<file path="config.mk">
export PLATFORM = sky130hd
export DESIGN_NAME = masked_chi_square_accumulator_top
export DESIGN_NICKNAME = d
export VERILOG_FILES = /design/src/mcsa_pkg.sv /design/src/mcsa_div.sv /design/src/mcsa_datapath.sv /design/src/mcsa_ctrl.sv /design/src/masked_chi_square_accumulator_top.sv
export SDC_FILE = /design/constraint.sdc
export NUM_CORES = 2
export LEC_CHECK = 0
export ABC_AREA = 1
export BUFFER_PORTS_ARGS = -buffer_cell sky130_fd_sc_hd__buf_2
export CORE_ASPECT_RATIO = 0.5
export CORE_MARGIN = 2
export CORE_UTILIZATION = 40
export DETAILED_ROUTE_END_ITERATION = 16
export PLACE_DENSITY_LB_ADDON = 0.25
export SLEW_MARGIN = 20
export SYNTH_ARGS = -nofsm -noshare
export SYNTH_HDL_FRONTEND = slang
export SYNTH_SLANG_ARGS = --single-unit
</file>
<file path="constraint.sdc">
create_clock -name clk_i -period 8.4 [get_ports clk_i]
set_input_delay 0.84 -clock clk_i [delete_from_list [all_inputs] [get_ports clk_i]]
set_output_delay 0.84 -clock clk_i [all_outputs]
set_load 0.02 [all_outputs]
</file>
<file path="src/mcsa_pkg.sv">
// shared constants, types and command/status bundles for the chi-square accumulator
package mcsa_pkg;

  localparam int unsigned MAX_SIDE   = 1024;
  localparam int unsigned DATA_W     = 32;
  localparam int unsigned SUM_W      = 64;
  localparam int unsigned CNT_W      = 21;
  localparam int unsigned DEN_W      = DATA_W + 1;
  localparam int unsigned RES_W      = DATA_W + 2;
  localparam int unsigned NUM_W      = 80;
  localparam int unsigned DIV_W      = 64;
  localparam int unsigned DIV_STEPS  = DIV_W / 2;
  localparam int unsigned STEP_W     = $clog2(DIV_STEPS);
  localparam int unsigned CFG_IDX_W  = 8;
  localparam int unsigned STATUS_W   = 2;
  localparam int unsigned IN_DATA_W  = 2 * DATA_W;
  localparam int unsigned OUT_BITS   = SUM_W + CNT_W + STATUS_W;
  localparam int unsigned OUT_DATA_W = ((OUT_BITS + 7) / 8) * 8;

  localparam longint unsigned SIDE_SQ       = longint'(MAX_SIDE) * longint'(MAX_SIDE);
  localparam longint unsigned CNT_FIELD_MAX = (64'd1 << CNT_W) - 64'd1;
  localparam logic [CNT_W-1:0] CNT_LIMIT =
      CNT_W'(SIDE_SQ > CNT_FIELD_MAX ? CNT_FIELD_MAX : SIDE_SQ);

  localparam logic [SUM_W-1:0] SUM_MAX = {1'b0, {(SUM_W-1){1'b1}}};
  localparam logic [SUM_W-1:0] SUM_MIN = {1'b1, {(SUM_W-1){1'b0}}};

  localparam logic [DATA_W-1:0] GAIN_RESET = 32'h0001_0000;

  // configuration register indexes
  localparam logic [CFG_IDX_W-1:0] REG_OFFSET_LEVEL = 8'd0;
  localparam logic [CFG_IDX_W-1:0] REG_NOISE_FLOOR  = 8'd1;
  localparam logic [CFG_IDX_W-1:0] REG_NORM_GAIN    = 8'd2;
  localparam logic [CFG_IDX_W-1:0] REG_MASK_ENABLE  = 8'd3;

  typedef enum logic [STATUS_W-1:0] {
    STATUS_OK       = 2'd0,
    STATUS_EMPTY    = 2'd1,
    STATUS_ZERO_DEN = 2'd2,
    STATUS_SAT      = 2'd3
  } status_e;

  typedef enum logic [1:0] {
    MUL_SQUARE  = 2'd0,
    MUL_GAIN_LO = 2'd1,
    MUL_GAIN_HI = 2'd2
  } mul_sel_e;

  typedef struct packed {
    logic     load_in;
    logic     eval;
    logic     mul_en;
    mul_sel_e mul_sel;
    logic     shift;
    logic     term_check;
    logic     acc;
    logic     mean_start;
    logic     emit;
  } mcsa_cmd_t;

  typedef struct packed {
    logic do_term;
    logic last;
    logic term_ovf;
    logic div_done;
    logic count_zero;
    logic out_busy;
  } mcsa_stat_t;

endpackage

</file>
<file path="src/mcsa_div.sv">
// shared radix-4 restoring divider, two quotient bits per cycle
module mcsa_div
  import mcsa_pkg::*;
(
  input  logic             clk_i,
  input  logic             rst_ni,
  input  logic             start_i,
  input  logic [DEN_W-1:0] rem_init_i,
  input  logic [DIV_W-1:0] dividend_i,
  input  logic [DEN_W-1:0] divisor_i,
  output logic             done_o,
  output logic [DIV_W-1:0] quotient_o
);

  localparam logic [STEP_W-1:0] LAST_STEP = STEP_W'(DIV_STEPS - 1);

  logic              busy_q;
  logic [STEP_W-1:0] step_q;
  logic [DEN_W-1:0]  rem_q, rem_d;
  logic [DEN_W-1:0]  divisor_q;
  logic [DIV_W-1:0]  work_q, work_d;

  logic [DEN_W:0] r1, r1s, r2, r2s;
  logic           ge1, ge2;

  always_comb begin
    r1     = {rem_q, work_q[DIV_W-1]};
    ge1    = r1 >= {1'b0, divisor_q};
    r1s    = ge1 ? r1 - {1'b0, divisor_q} : r1;
    r2     = {r1s[DEN_W-1:0], work_q[DIV_W-2]};
    ge2    = r2 >= {1'b0, divisor_q};
    r2s    = ge2 ? r2 - {1'b0, divisor_q} : r2;
    rem_d  = r2s[DEN_W-1:0];
    work_d = {work_q[DIV_W-3:0], ge1, ge2};
  end

  always_ff @(posedge clk_i or negedge rst_ni) begin
    if (!rst_ni) begin
      busy_q <= 1'b0;
      step_q <= '0;
    end else if (start_i) begin
      busy_q <= 1'b1;
      step_q <= '0;
    end else if (busy_q) begin
      step_q <= step_q + STEP_W'(1);
      if (step_q == LAST_STEP) begin
        busy_q <= 1'b0;
      end
    end
  end

  always_ff @(posedge clk_i) begin
    if (start_i) begin
      rem_q     <= rem_init_i;
      work_q    <= dividend_i;
      divisor_q <= divisor_i;
    end else if (busy_q) begin
      rem_q  <= rem_d;
      work_q <= work_d;
    end
  end

  assign done_o     = busy_q && (step_q == LAST_STEP);
  assign quotient_o = work_q;

endmodule

</file>
<file path="src/mcsa_datapath.sv">
// datapath: config registers, residual, shared multiplier, accumulator and output register
module mcsa_datapath
  import mcsa_pkg::*;
(
  input  logic                  clk_i,
  input  logic                  rst_ni,
  input  mcsa_cmd_t             cmd_i,
  output mcsa_stat_t            stat_o,
  input  logic                  cfg_we_i,
  input  logic [CFG_IDX_W-1:0]  cfg_index_i,
  input  logic [DATA_W-1:0]     cfg_data_i,
  input  logic [IN_DATA_W-1:0]  in_data_i,
  input  logic                  in_sel_i,
  input  logic                  in_last_i,
  output logic                  out_valid_o,
  input  logic                  out_ready_i,
  output logic [OUT_DATA_W-1:0] out_data_o
);

  // configuration
  logic [DATA_W-1:0] offset_q, noise_q, gain_q;
  logic              mask_en_q;

  // pixel and working registers
  logic [DATA_W-1:0] data_q, model_q;
  logic              sel_q, last_q;
  logic [DATA_W-1:0] mag_q;
  logic [DEN_W-1:0]  den_abs_q;
  logic              den_neg_q;
  logic [SUM_W-1:0]  sq_q, plo_q, phi_q;
  logic [NUM_W-1:0]  num_q;
  logic              term_sat_q;

  // frame state
  logic [SUM_W-1:0]  sum_q, sum_d;
  logic [CNT_W-1:0]  count_q, count_d;
  logic              zero_q, zero_d;
  logic              sat_q, sat_d;

  // output register
  logic                  out_valid_q;
  logic [SUM_W-1:0]      chi_q;
  logic [CNT_W-1:0]      out_cnt_q;
  status_e               status_q;

  // residual and denominator
  logic [RES_W-1:0]  res, res_abs;
  logic              clip;
  logic [DATA_W-1:0] mag_n;
  logic [DEN_W-1:0]  den, den_abs;
  logic              counted, at_limit, den_zero;

  always_comb begin
    res = {{2{data_q[DATA_W-1]}}, data_q} - {{2{model_q[DATA_W-1]}}, model_q}
        - {{2{offset_q[DATA_W-1]}}, offset_q};
    res_abs  = res[RES_W-1] ? -res : res;
    clip     = |res_abs[RES_W-1:DATA_W];
    mag_n    = clip ? '1 : res_abs[DATA_W-1:0];
    den      = {data_q[DATA_W-1], data_q} + {noise_q[DATA_W-1], noise_q};
    den_abs  = den[DEN_W-1] ? -den : den;
    den_zero = den == '0;
    counted  = !mask_en_q || sel_q;
    at_limit = count_q >= CNT_LIMIT;
  end

  // shared 32x32 multiplier
  logic [DATA_W-1:0] mul_a, mul_b;
  logic [SUM_W-1:0]  prod;

  always_comb begin
    case (cmd_i.mul_sel)
      MUL_SQUARE: begin
        mul_a = mag_q;
        mul_b = mag_q;
      end
      MUL_GAIN_LO: begin
        mul_a = gain_q;
        mul_b = sq_q[DATA_W-1:0];
      end
      MUL_GAIN_HI: begin
        mul_a = gain_q;
        mul_b = sq_q[SUM_W-1:DATA_W];
      end
      default: begin
        mul_a = '0;
        mul_b = '0;
      end
    endcase
    prod = mul_a * mul_b;
  end

  // product alignment: gain * square, scaled down by 2^16
  logic [95:0] wide_prod;
  assign wide_prod = {32'd0, plo_q} + {phi_q, 32'd0};

  // quotient would exceed the signed range when the top of the dividend reaches the divisor
  logic term_ovf;
  assign term_ovf = {16'd0, num_q[NUM_W-1:DIV_W-1]} >= den_abs_q;

  // shared divider
  logic             div_start, div_done;
  logic [DEN_W-1:0] div_rem_init, div_divisor;
  logic [DIV_W-1:0] div_dividend, div_quot;
  logic [SUM_W-1:0] sum_abs;

  assign sum_abs   = sum_q[SUM_W-1] ? -sum_q : sum_q;
  assign div_start = (cmd_i.term_check && !term_ovf) || cmd_i.mean_start;

  always_comb begin
    if (cmd_i.mean_start) begin
      div_rem_init = '0;
      div_dividend = sum_abs;
      div_divisor  = {{(DEN_W-CNT_W){1'b0}}, count_q};
    end else begin
      div_rem_init = {{(DEN_W-(NUM_W-DIV_W)){1'b0}}, num_q[NUM_W-1:DIV_W]};
      div_dividend = num_q[DIV_W-1:0];
      div_divisor  = den_abs_q;
    end
  end

  mcsa_div u_div (
    .clk_i      (clk_i),
    .rst_ni     (rst_ni),
    .start_i    (div_start),
    .rem_init_i (div_rem_init),
    .dividend_i (div_dividend),
    .divisor_i  (div_divisor),
    .done_o     (div_done),
    .quotient_o (div_quot)
  );

  // signed term and saturating accumulate
  logic [SUM_W-1:0] term_mag, term;
  logic [SUM_W:0]   acc_sum;

  always_comb begin
    term_mag = term_sat_q ? SUM_MAX : div_quot;
    term     = den_neg_q ? -term_mag : term_mag;
    acc_sum  = {sum_q[SUM_W-1], sum_q} + {term[SUM_W-1], term};
  end

  always_comb begin
    sum_d   = sum_q;
    count_d = count_q;
    zero_d  = zero_q;
    sat_d   = sat_q;
    if (cmd_i.eval && counted) begin
      if (at_limit) begin
        sat_d = 1'b1;
      end else begin
        count_d = count_q + CNT_W'(1);
        if (clip) begin
          sat_d = 1'b1;
        end
        if (den_zero) begin
          zero_d = 1'b1;
        end
      end
    end
    if (cmd_i.term_check && term_ovf) begin
      sat_d = 1'b1;
    end
    if (cmd_i.acc) begin
      if (acc_sum[SUM_W] != acc_sum[SUM_W-1]) begin
        sum_d = acc_sum[SUM_W] ? SUM_MIN : SUM_MAX;
        sat_d = 1'b1;
      end else begin
        sum_d = acc_sum[SUM_W-1:0];
      end
    end
    if (cmd_i.emit) begin
      sum_d   = '0;
      count_d = '0;
      zero_d  = 1'b0;
      sat_d   = 1'b0;
    end
  end

  // result fields
  logic [SUM_W-1:0] chi_n;
  status_e          status_n;

  always_comb begin
    if (count_q == '0) begin
      chi_n    = '0;
      status_n = STATUS_EMPTY;
    end else begin
      chi_n = sum_q[SUM_W-1] ? -div_quot : div_quot;
      if (sat_q) begin
        status_n = STATUS_SAT;
      end else if (zero_q) begin
        status_n = STATUS_ZERO_DEN;
      end else begin
        status_n = STATUS_OK;
      end
    end
  end

  always_ff @(posedge clk_i or negedge rst_ni) begin
    if (!rst_ni) begin
      offset_q    <= '0;
      noise_q     <= '0;
      gain_q      <= GAIN_RESET;
      mask_en_q   <= 1'b0;
      sum_q       <= '0;
      count_q     <= '0;
      zero_q      <= 1'b0;
      sat_q       <= 1'b0;
      out_valid_q <= 1'b0;
    end else begin
      if (cfg_we_i) begin
        unique case (cfg_index_i)
          REG_OFFSET_LEVEL: offset_q  <= cfg_data_i;
          REG_NOISE_FLOOR:  noise_q   <= cfg_data_i;
          REG_NORM_GAIN:    gain_q    <= cfg_data_i;
          REG_MASK_ENABLE:  mask_en_q <= cfg_data_i[0];
          default: ;
        endcase
      end
      sum_q   <= sum_d;
      count_q <= count_d;
      zero_q  <= zero_d;
      sat_q   <= sat_d;
      if (cmd_i.emit) begin
        out_valid_q <= 1'b1;
      end else if (out_ready_i) begin
        out_valid_q <= 1'b0;
      end
    end
  end

  always_ff @(posedge clk_i) begin
    if (cmd_i.load_in) begin
      data_q  <= in_data_i[DATA_W-1:0];
      model_q <= in_data_i[IN_DATA_W-1:DATA_W];
      sel_q   <= in_sel_i;
      last_q  <= in_last_i;
    end
    if (cmd_i.eval) begin
      mag_q     <= mag_n;
      den_abs_q <= den_abs;
      den_neg_q <= den[DEN_W-1];
    end
    if (cmd_i.mul_en) begin
      case (cmd_i.mul_sel)
        MUL_SQUARE:  sq_q  <= prod;
        MUL_GAIN_LO: plo_q <= prod;
        MUL_GAIN_HI: phi_q <= prod;
        default: ;
      endcase
    end
    if (cmd_i.shift) begin
      num_q <= wide_prod[NUM_W+15:16];
    end
    if (cmd_i.term_check) begin
      term_sat_q <= term_ovf;
    end
    if (cmd_i.emit) begin
      chi_q     <= chi_n;
      out_cnt_q <= count_q;
      status_q  <= status_n;
    end
  end

  assign stat_o.do_term    = counted && !at_limit && !den_zero;
  assign stat_o.last       = last_q;
  assign stat_o.term_ovf   = term_ovf;
  assign stat_o.div_done   = div_done;
  assign stat_o.count_zero = count_q == '0;
  assign stat_o.out_busy   = out_valid_q && !out_ready_i;

  assign out_valid_o = out_valid_q;
  assign out_data_o  = {{(OUT_DATA_W-OUT_BITS){1'b0}}, status_q, out_cnt_q, chi_q};

endmodule

</file>
<file path="src/mcsa_ctrl.sv">
// controller state machine sequencing one pixel and the end-of-frame mean through the datapath
module mcsa_ctrl
  import mcsa_pkg::*;
(
  input  logic       clk_i,
  input  logic       rst_ni,
  input  logic       in_valid_i,
  output logic       in_ready_o,
  output mcsa_cmd_t  cmd_o,
  input  mcsa_stat_t stat_i
);

  typedef enum logic [11:0] {
    ST_IDLE   = 12'b0000_0000_0001,
    ST_EVAL   = 12'b0000_0000_0010,
    ST_SQUARE = 12'b0000_0000_0100,
    ST_MUL_LO = 12'b0000_0000_1000,
    ST_MUL_HI = 12'b0000_0001_0000,
    ST_SHIFT  = 12'b0000_0010_0000,
    ST_CHECK  = 12'b0000_0100_0000,
    ST_TDIV   = 12'b0000_1000_0000,
    ST_ACC    = 12'b0001_0000_0000,
    ST_FINAL  = 12'b0010_0000_0000,
    ST_MDIV   = 12'b0100_0000_0000,
    ST_EMIT   = 12'b1000_0000_0000
  } state_e;

  state_e state_q, state_d;

  always_comb begin
    state_d    = state_q;
    cmd_o      = '0;
    in_ready_o = 1'b0;
    unique case (state_q)
      ST_IDLE: begin
        in_ready_o = 1'b1;
        if (in_valid_i) begin
          cmd_o.load_in = 1'b1;
          state_d       = ST_EVAL;
        end
      end
      ST_EVAL: begin
        cmd_o.eval = 1'b1;
        state_d    = stat_i.do_term ? ST_SQUARE : ST_FINAL;
      end
      ST_SQUARE: begin
        cmd_o.mul_en  = 1'b1;
        cmd_o.mul_sel = MUL_SQUARE;
        state_d       = ST_MUL_LO;
      end
      ST_MUL_LO: begin
        cmd_o.mul_en  = 1'b1;
        cmd_o.mul_sel = MUL_GAIN_LO;
        state_d       = ST_MUL_HI;
      end
      ST_MUL_HI: begin
        cmd_o.mul_en  = 1'b1;
        cmd_o.mul_sel = MUL_GAIN_HI;
        state_d       = ST_SHIFT;
      end
      ST_SHIFT: begin
        cmd_o.shift = 1'b1;
        state_d     = ST_CHECK;
      end
      ST_CHECK: begin
        cmd_o.term_check = 1'b1;
        state_d          = stat_i.term_ovf ? ST_ACC : ST_TDIV;
      end
      ST_TDIV: begin
        if (stat_i.div_done) begin
          state_d = ST_ACC;
        end
      end
      ST_ACC: begin
        cmd_o.acc = 1'b1;
        state_d   = ST_FINAL;
      end
      ST_FINAL: begin
        if (!stat_i.last) begin
          state_d = ST_IDLE;
        end else if (stat_i.count_zero) begin
          state_d = ST_EMIT;
        end else begin
          cmd_o.mean_start = 1'b1;
          state_d          = ST_MDIV;
        end
      end
      ST_MDIV: begin
        if (stat_i.div_done) begin
          state_d = ST_EMIT;
        end
      end
      ST_EMIT: begin
        if (!stat_i.out_busy) begin
          cmd_o.emit = 1'b1;
          state_d    = ST_IDLE;
        end
      end
      default: state_d = ST_IDLE;
    endcase
  end

  always_ff @(posedge clk_i or negedge rst_ni) begin
    if (!rst_ni) begin
      state_q <= ST_IDLE;
    end else begin
      state_q <= state_d;
    end
  end

endmodule

</file>
<file path="src/masked_chi_square_accumulator_top.sv">
// top level of the masked chi-square accumulator
//
// input stream (s_axis): one pixel per item, data and model values in tdata,
// mask bit in tuser, end of frame in tlast. output stream (m_axis): one item
// per frame, carrying the mean chi-square term, the counted pixels and a status.
// configuration: cfg_valid_i/cfg_ready_o with a register index and 32-bit data,
// always ready; write only while no pixel is in flight.
// sequence: a pixel that feeds the sum passes through ready, eval, three
// multiplies, shift, check, the radix-4 divider over a 64-bit quotient (skipped
// when the term overflows), accumulate and final before the next is accepted.
// a pixel that is masked, beyond the count limit or has a zero denominator
// passes through ready, eval and final only. a last pixel adds the mean division
// (skipped when nothing was counted) and the step that registers the result.
// the result waits in an output register; the next frame's pixels are taken
// while it waits, and a further result holds until the receiver takes it.
// reset clears the sum, the count and the flags and restores register defaults
// (norm_gain at one in q16.16); no clearing pass is needed.
module masked_chi_square_accumulator_top
  import mcsa_pkg::*;
(
  input  logic                  clk_i,
  input  logic                  rst_ni,
  // configuration write channel
  input  logic                  cfg_valid_i,
  output logic                  cfg_ready_o,
  input  logic [CFG_IDX_W-1:0]  cfg_index_i,
  input  logic [DATA_W-1:0]     cfg_data_i,
  // pixel stream
  input  logic                  s_axis_tvalid,
  output logic                  s_axis_tready,
  input  logic [IN_DATA_W-1:0]  s_axis_tdata,  // data_value[31:0], model_value[63:32]
  input  logic                  s_axis_tuser,  // pixel_selected
  input  logic                  s_axis_tlast,  // last_pixel
  // result stream
  output logic                  m_axis_tvalid,
  input  logic                  m_axis_tready,
  output logic [OUT_DATA_W-1:0] m_axis_tdata   // chi_mean[63:0], counted_pixels[84:64],
                                               // status[86:85], zero pad[87]
);

  mcsa_cmd_t  cmd;
  mcsa_stat_t stat;

  // register writes never stall
  assign cfg_ready_o = 1'b1;

  // sequencing of one pixel and the end-of-frame mean
  mcsa_ctrl u_ctrl (
    .clk_i      (clk_i),
    .rst_ni     (rst_ni),
    .in_valid_i (s_axis_tvalid),
    .in_ready_o (s_axis_tready),
    .cmd_o      (cmd),
    .stat_i     (stat)
  );

  // arithmetic, frame state and output register
  mcsa_datapath u_datapath (
    .clk_i       (clk_i),
    .rst_ni      (rst_ni),
    .cmd_i       (cmd),
    .stat_o      (stat),
    .cfg_we_i    (cfg_valid_i & cfg_ready_o),
    .cfg_index_i (cfg_index_i),
    .cfg_data_i  (cfg_data_i),
    .in_data_i   (s_axis_tdata),
    .in_sel_i    (s_axis_tuser),
    .in_last_i   (s_axis_tlast),
    .out_valid_o (m_axis_tvalid),
    .out_ready_i (m_axis_tready),
    .out_data_o  (m_axis_tdata)
  );

endmodule

</file>
## Word-level counts from Yosys, hierarchy flattened

Cells that the tools add are included.

- Output and inout port bits: 91
- Bits of input ports: 111
- Word-level logic and storage cells: 178
- Flip-flop bits (word level): 825

- Magnitude comparators: 4
- Muxes and demuxes: 66
- Multiply operators: 1
- Reduce and logical (&&, ||, !) cells: 36
- Eq/ne operators: 24
- Add/sub/neg operators: 14

Operators by type and width:

| cell | number |
|---|---|
| $mux 64 | 11 |
| $neg 64->64 | 3 |
| $pmux 12 s12 | 1 |
| $mux 33 | 4 |
| $add 64x96->96 | 1 |
| $pmux 32 s3 | 1 |
| $mux 21 | 4 |
| $mux 12 | 6 |
| $ge 34x33->1 | 2 |
| $sub 33x33->33 | 2 |
| $add 64x64->65 | 1 |
| $mul 32x32->64 | 1 |
| $pmux 32 s2 | 1 |
| $mux 34 | 1 |
| $neg 34->34 | 1 |
| $sub 34x34->34 | 1 |
| $add 32x32->33 | 1 |
| $ge 17x33->1 | 1 |
| $logic_not 33->1 | 1 |
| $neg 33->33 | 1 |
| $sub 32x32->33 | 1 |
| $mux 32 | 1 |
| $mux 1 | 28 |
| $add 21x1->21 const B | 1 |
| other kinds (39) | 69 |

## Longest topological paths before layout

- Depth after elaboration: 12
- Mapped depth: 46

## Cells and area by module

From an unflattened synthesis, not the netlist that was laid out.

- Cells, all modules: 11263
- Area, all modules: 88312.2 sq um

By module, submodules not included:

| module | seq. area each (sq um) | cells each | instances | area each (sq um) |
|---|---|---|---|---|
| mcsa_datapath | 18924.4 | 9562 | 1 | 76489.6 |
| mcsa_div | 4053.9 | 1579 | 1 | 10994.3 |
| mcsa_ctrl | 301.5 | 120 | 1 | 817.0 |
| masked_chi_square_accumulator_top | 0.0 | 2 | 1 | 11.3 |

## Worst setup path before layout

OpenSTA, ideal clock, no wires.

- Path type: reg2reg
- From: register u_ctrl.state_q[7]
- To: register u_datapath.phi_q[62], data pin
- Clock period less this slack: 8948 ps
- Stages on the path, launching flop included: 41
- Path buffers: 3
- Setup time: 261 ps
- Data arrival time: 8687 ps
- Path slack: -548 ps
- Path through: dfrtp_1 -> nor2_1 -> inv_1 -> nor2_1 -> inv_1 -> nor2_1 -> inv_1 -> nor4_1 -> inv_1 -> ha_1 -> clkbuf_1 -> clkbuf_1 -> nand2_1 -> nand3_1 -> nand2_1 -> clkbuf_1 -> nor2_1 -> fa_1 -> [5 not listed] -> fa_1 -> inv_1 -> fa_1 -> inv_1 -> fa_1 -> fa_1 -> ha_1 -> nand2_1 -> nor2_1 -> inv_1 -> nor4_1 -> nand2_1 -> nand3_1 -> a21oi_1 -> o41ai_1 -> nand2_1 -> nand3_1 -> nand2_1

- Longest elaborated chain between the ends: 6
- Elaborated cells between the ends (all ways): 11

Ends and longest elaborated chain:

| element | RTL line | source |
|---|---|---|
| start, declared | mcsa_ctrl.sv:28 | `state_e state_q, state_d;` |
| start signal, assigned | mcsa_ctrl.sv:107 | `state_q <= state_d;` |
| $eq 12x5->1 (tied with other cells) | mcsa_ctrl.sv:34 | `unique case (state_q)` |
| $pmux 3 s3 (*) | mcsa_ctrl.sv:34 |  |
| $eq 2x1->1 or $eq 2x2->1 (tied branches) | mcsa_datapath.sv:71 | `case (cmd_i.mul_sel)` |
| $reduce_or 2->1 (no line) | - |  |
| $pmux 32 s2 | mcsa_datapath.sv:71 |  |
| $mul 32x32->64 (*) | mcsa_datapath.sv:89 | `prod = mul_a * mul_b;` |
| via u_datapath.prod[62] | mcsa_datapath.sv:68 | `logic [SUM_W-1:0] prod;` |
| end signal, assigned | mcsa_datapath.sv:248 | `MUL_GAIN_HI: phi_q <= prod;` |
| end, declared | mcsa_datapath.sv:30 | `logic [SUM_W-1:0] sq_q, plo_q, phi_q;` |

Mark *: on every way through the listed nets, which the timed path passes. The rest lies on a longest branch.
A chain may end at the register's enable or synchronous reset.

## Worst setup path after layout

- From: register u_ctrl.state_q[3]
- To: register u_datapath.plo_q[59], data pin

- Longest elaborated chain between the ends: 6
- Elaborated cells between the ends (all ways): 11

Ends and longest elaborated chain:

| element | RTL line | source |
|---|---|---|
| $eq 12x5->1 (tied with other cells) | mcsa_ctrl.sv:34 |  |
| $pmux 3 s3 (*) | mcsa_ctrl.sv:34 |  |
| $eq 2x1->1 or $eq 2x2->1 (tied branches) | mcsa_datapath.sv:71 |  |
| $reduce_or 2->1 (no line) | - |  |
| $pmux 32 s2 | mcsa_datapath.sv:71 |  |
| $mul 32x32->64 (*) | mcsa_datapath.sv:89 |  |
| via u_datapath.prod[59] | mcsa_datapath.sv:68 |  |
| end signal, assigned | mcsa_datapath.sv:247 | `MUL_GAIN_LO: plo_q <= prod;` |
| end, declared | mcsa_datapath.sv:30 |  |

Marked as above.

==> insert_results.sql <==
INSERT INTO impl_metrics (metric_group, metric, value, unit) VALUES
('synthesis', 'synth-seq-cells', '809', ''),
('global_routing', 'maximum_number_of_pins_on_one_net_before_global_route_repair', '112', ''),
('sta', 'max_freq', '110', 'MHz'),
('global_routing', 'grt_antenna_before_repair', '10', ''),
('sta', 'final.min_clock_period', '9.11', 'ns'),
('cells_and_area', 'final_cell_count_no_fill', '14700', ''),
('floorplan', 'fp.coreArea', '0.215', 'mm^2'),
('sta', 'max-slew-margin-rel', '30.4', '%'),
('drt', 'routed_wirelength', '347000', 'um'),
('synthesis', 'synth_fp_nets', '12300', ''),
('worst_setup_path', 'cp.required', '8.86', 'ns'),
('global_routing', 'grt_first_pass_wirelength', '511000', 'um'),
('clock_tree', 'tritoncts_clock_tree', 'done', ''),
('flow_run', 'max_cap_viol_count', '0', ''),
('clock_tree', 'cts_root_buffer', 'sky130_fd_sc_hd__clkbuf_16', ''),
('worst_setup_path', 'worst_path_cell_with_the_longest_stage_delay', 'sky130_fd_sc_hd__fa_2', ''),
('floorplan', 'floorplan.die.width', '662', 'um'),
('placement', 'placed_cells_incl_taps', '14300', ''),
('drt', 'route.detailed.drc', '0', ''),
('worst_setup_path', 'setup.worst_path.end_class', 'flop', ''),
('floorplan', 'initial_standard_cell_utilization_of_the_core', '40.4', '%'),
('status', 'run_status', 'finished with violations', ''),
('synthesis', 'synthDistinctLibCells', '76', ''),
('clock_tree', 'ctsLongestPathBuffers', '3', ''),
('clock_tree', 'quantity_of_hold_fixing_buffers_added_after_cts', '0', ''),
('cells_and_area', 'register_area', '0.0233', 'mm^2'),
('cells_and_area', 'area_occupied_by_multi_input_gates', '0.0592', 'mm^2'),
('cells_and_area', 'fillerInstances', '20300', ''),
('drt', 'firstDrtPassIters', '7', ''),
('drt', 'routed_wl_per_cell', '23.7', 'um'),
('sta', 'timing.clock.skew', '0.0485', 'ns'),
('placement', 'placed_area', '0.0971', 'mm^2'),
('global_routing', 'via_count_of_the_first_global_routing_pass', '77700', ''),
('synthesis', 'synth_area', '0.0866', 'mm^2'),
('floorplan', 'fp-row-count', '120', ''),
('clock_tree', 'clk_pin_slew_worst_paths', '0.07', 'ns'),
('sta', 'timing_worst_slew_pin_value', '1.04', 'ns'),
('drt', 'antenna_violating_nets_post_route', '0', ''),
('synthesis', 'syn_area_per_cell', '8.07', 'um^2'),
('sta', 'rsz0062_at_grt', 'yes', ''),
('clock_tree', 'clock_insertion_delay_worst_skew', '0.74', 'ns'),
('cells_and_area', 'final_cell_area', '0.108', 'mm^2'),
('worst_setup_path', 'timing.critical_path.mode_cell', 'sky130_fd_sc_hd__inv_2', ''),
('sta', 'timing.final.ws_setup', '-0.706', 'ns'),
('synthesis', 'seq_total_area_yosys', '26.9', '%'),
('clock_tree', 'cts_made_buffers', '91', ''),
('global_routing', 'global_route.overflow_total', '0', ''),
('worst_setup_path', 'critical_path.startpoint_type', 'flop', ''),
('cells_and_area', 'area_growth_syn_to_layout', '24.4', '%'),
('drt', 'initial_drc_count', '8710', ''),
('placement', 'port_buffers', '199', ''),
('worst_setup_path', 'critPathMaxFanout', '7', ''),
('placement', 'globalplace.congestion', '1.02', ''),
('synthesis', 'ys_dominant_reg_cell', 'sky130_fd_sc_hd__edfxtp_1', ''),
('worst_setup_path', 'cp_data_arrival_time', '9.57', 'ns'),
('min_path', 'min-delay-path-class', 'in -> async', ''),
('synthesis', 'synthesis.yosys.warnings', '0', ''),
('worst_setup_path', 'timing.setup.critical_path_class', 'reg -> reg', ''),
('floorplan', 'fp.dieArea', '0.220', 'mm^2'),
('synthesis', 'synthesis.instances', '10700', ''),
('status', 'failed_checks', 'setup timing', ''),
('sta', 'layout_worst_path_cycle_share', '108', '%'),
('sta', 'maxSlewViolCount', '0', ''),
('placement', 'detailed_place_hpwl', '282000', 'um'),
('sta', 'hold_violations', '0', ''),
('global_routing', 'grt_util_all_layers', '31.3', '%'),
('sta', 'setup-violations-final', '132', ''),
('synthesis', 'synth_async_sr_flop_share', '25.1', '%'),
('floorplan', 'die_height', '333', 'um'),
('clock_tree', 'cts.htree.levels', '3', ''),
('drt', 'viasPerCell', '5.39', ''),
('drt', 'via_count', '79200', ''),
('worst_setup_path', 'crit_path_max_incr_delay', '0.60', 'ns'),
('cells_and_area', 'layout-drive-gt1-share', '19.5', '%'),
('clock_tree', 'cts.sink_count', '809', ''),
('synthesis', 'synth_edf_count', '606', ''),
('floorplan', 'io-pin-count', '202', ''),
('cells_and_area', 'num-nets-final', '13300', '');
registers in the layout (all words and copies together), names as in the netlist, 21 cells and up:
signal	count
u_datapath.num_q	80
u_datapath.chi_q	64
u_datapath.phi_q	64
u_datapath.sq_q	64
u_datapath.sum_q	64
u_datapath.u_div.quotient_o	64
u_datapath.plo_q	48
u_datapath.den_abs_q	33
u_datapath.u_div.divisor_q	33
u_datapath.u_div.rem_q	33
u_datapath.data_q	32
u_datapath.gain_q	32
u_datapath.mag_q	32
u_datapath.model_q	32
u_datapath.noise_q	32
u_datapath.offset_q	32
u_datapath.count_q	21
u_datapath.out_cnt_q	21
layer usage:
layer / up-vias / wire (um) / global-route usage [%]
li1: 36100 / - / -
met1: 39000 / 150000 / 44.3
met2: 3567 / 152000 / 48.2
met3: 552 / 32300 / 6.03
met4: 6 / 13000 / 9.96
met5: - / 40 / 0
layout by cell type, fill, tap and decap left out, types with 29 or more instances in the layout:
cell type,count
sky130_fd_sc_hd__o21a_1,42
sky130_fd_sc_hd__nand3_1,295
sky130_fd_sc_hd__xor2_1,271
sky130_fd_sc_hd__nand4_1,97
sky130_fd_sc_hd__a21oi_2,29
sky130_fd_sc_hd__buf_2,198
sky130_fd_sc_hd__o21ai_1,35
sky130_fd_sc_hd__dfrtp_1,200
sky130_fd_sc_hd__o21ai_0,550
sky130_fd_sc_hd__nor2_4,78
sky130_fd_sc_hd__fa_2,101
sky130_fd_sc_hd__buf_4,717
sky130_fd_sc_hd__clkbuf_16,96
sky130_fd_sc_hd__ha_1,502
sky130_fd_sc_hd__ha_4,51
sky130_fd_sc_hd__buf_12,128
sky130_fd_sc_hd__nand2_1,2003
sky130_fd_sc_hd__a21o_1,29
sky130_fd_sc_hd__nor4_1,51
sky130_fd_sc_hd__nand2_2,169
sky130_fd_sc_hd__inv_1,1781
sky130_fd_sc_hd__buf_6,118
sky130_fd_sc_hd__nand2_4,60
sky130_fd_sc_hd__xnor2_1,115
sky130_fd_sc_hd__fa_1,802
sky130_fd_sc_hd__a21oi_1,474
sky130_fd_sc_hd__nor2_2,122
sky130_fd_sc_hd__nor2_1,1234
sky130_fd_sc_hd__inv_2,95
sky130_fd_sc_hd__edfxtp_1,606
sky130_fd_sc_hd__nor3_1,125
sky130_fd_sc_hd__a31oi_1,64
stage by stage:
stage	TNS, ns	worst slack [ns]	hold WS [ns]	utilization [%]
floorplan	0	0.00156	0.400	-
finish	-55.21	-0.706	0.141	50.2
detailed placement	-122.19	-1.52	0.406	45.3
global placement	-135.29	-1.87	0.403	45.2
global route	-87.42	-0.949	0.187	50.2
CTS	-49.24	-0.735	0.144	49.5
area by class of cell:
class	count	area share, %
well taps	2867	3.33
clock inverters	58	0.800
repair buffers	1198	10.2
inverters	1905	6.72
clock buffers	113	2.31
flip-flops and latches	809	21.6
multi-input cells	7722	55.0
diodes	7	0.0163
repair_timing:
action / CTS / global route
pin swaps: 194 / 195
buffers inserted: 188 / 47
resized for setup: 939 / 306
setup endpoints to repair: 143 / 152
cloned: 14 / 1
hold endpoints to repair: 0 / 0
worst max-delay path: cells and delay by family, from the launching register on:
kind,cells,cell delay (ns)
buffers and inverters,13,1.45
XOR/XNOR,1,0.21
AO/OA/AOI/OAI,2,0.34
flip-flops,1,0.39
AND/OR/NAND/NOR,14,1.63
adder cells (fa/ha/maj),10,4.74
synthesized netlist by cell type, types with 13 or more instances:
cell	n	area share, %
sky130_fd_sc_hd__a21boi_0	22	0.19
sky130_fd_sc_hd__a21o_1	30	0.26
sky130_fd_sc_hd__a21oi_1	517	3.0
sky130_fd_sc_hd__a221oi_1	23	0.23
sky130_fd_sc_hd__a31oi_1	78	0.56
sky130_fd_sc_hd__buf_1	18	0.078
sky130_fd_sc_hd__buf_2	29	0.17
sky130_fd_sc_hd__clkbuf_1	240	1.0
sky130_fd_sc_hd__clkinv_1	13	0.056
sky130_fd_sc_hd__dfrtp_1	201	5.8
sky130_fd_sc_hd__edfxtp_1	606	21
sky130_fd_sc_hd__fa_1	903	21
sky130_fd_sc_hd__ha_1	555	8.0
sky130_fd_sc_hd__inv_1	1870	8.1
sky130_fd_sc_hd__inv_2	22	0.095
sky130_fd_sc_hd__nand2_1	2189	9.5
sky130_fd_sc_hd__nand2_2	53	0.38
sky130_fd_sc_hd__nand3_1	333	1.9
sky130_fd_sc_hd__nand3_2	15	0.17
sky130_fd_sc_hd__nand3b_1	25	0.22
sky130_fd_sc_hd__nand4_1	97	0.70
sky130_fd_sc_hd__nor2_1	1403	6.1
sky130_fd_sc_hd__nor2_2	23	0.17
sky130_fd_sc_hd__nor3_1	127	0.73
sky130_fd_sc_hd__nor4_1	55	0.40
sky130_fd_sc_hd__o211ai_1	27	0.23
sky130_fd_sc_hd__o21a_1	42	0.36
sky130_fd_sc_hd__o21ai_0	577	3.3
sky130_fd_sc_hd__o21ai_1	28	0.16
sky130_fd_sc_hd__o21bai_1	22	0.19
sky130_fd_sc_hd__o221ai_1	19	0.19
sky130_fd_sc_hd__o22ai_1	15	0.11
sky130_fd_sc_hd__or2_2	14	0.10
sky130_fd_sc_hd__xnor2_1	129	1.3
sky130_fd_sc_hd__xor2_1	297	3.0
cells by family after synthesis:
group                      share of synthesized area (%)
and+or+nand+nor                                     20.8
buffers and inverters                               9.67
AOI/OAI and AO/OA                                   9.40
adders and majority gates                           28.9
DFF                                                 26.9
xor gates and xnor gates                            4.33
other                                            0.00867
worst paths after layout:
path                                 startpoint               endpoint  slack (ns)  cells after the start
setup reg to reg              u_ctrl.state_q[3]   u_datapath.plo_q[59]       -0.71                     40
max in group asynchronous                rst_ni   u_datapath.sum_q[15]        6.95                      2
setup / recovery              u_ctrl.state_q[3]   u_datapath.plo_q[59]       -0.71                     40
hold / removal                           rst_ni  u_datapath.gain_q[24]        0.14                      1
min in group clk_i                 s_axis_tlast      u_datapath.last_q        0.27                      1
hold reg to reg            u_datapath.plo_q[22]    u_datapath.num_q[6]        0.42                      0
Power is left out: the tool's default activity adds up to more than one toggle a clock period on the data nets, which glitch-free logic cannot reach.
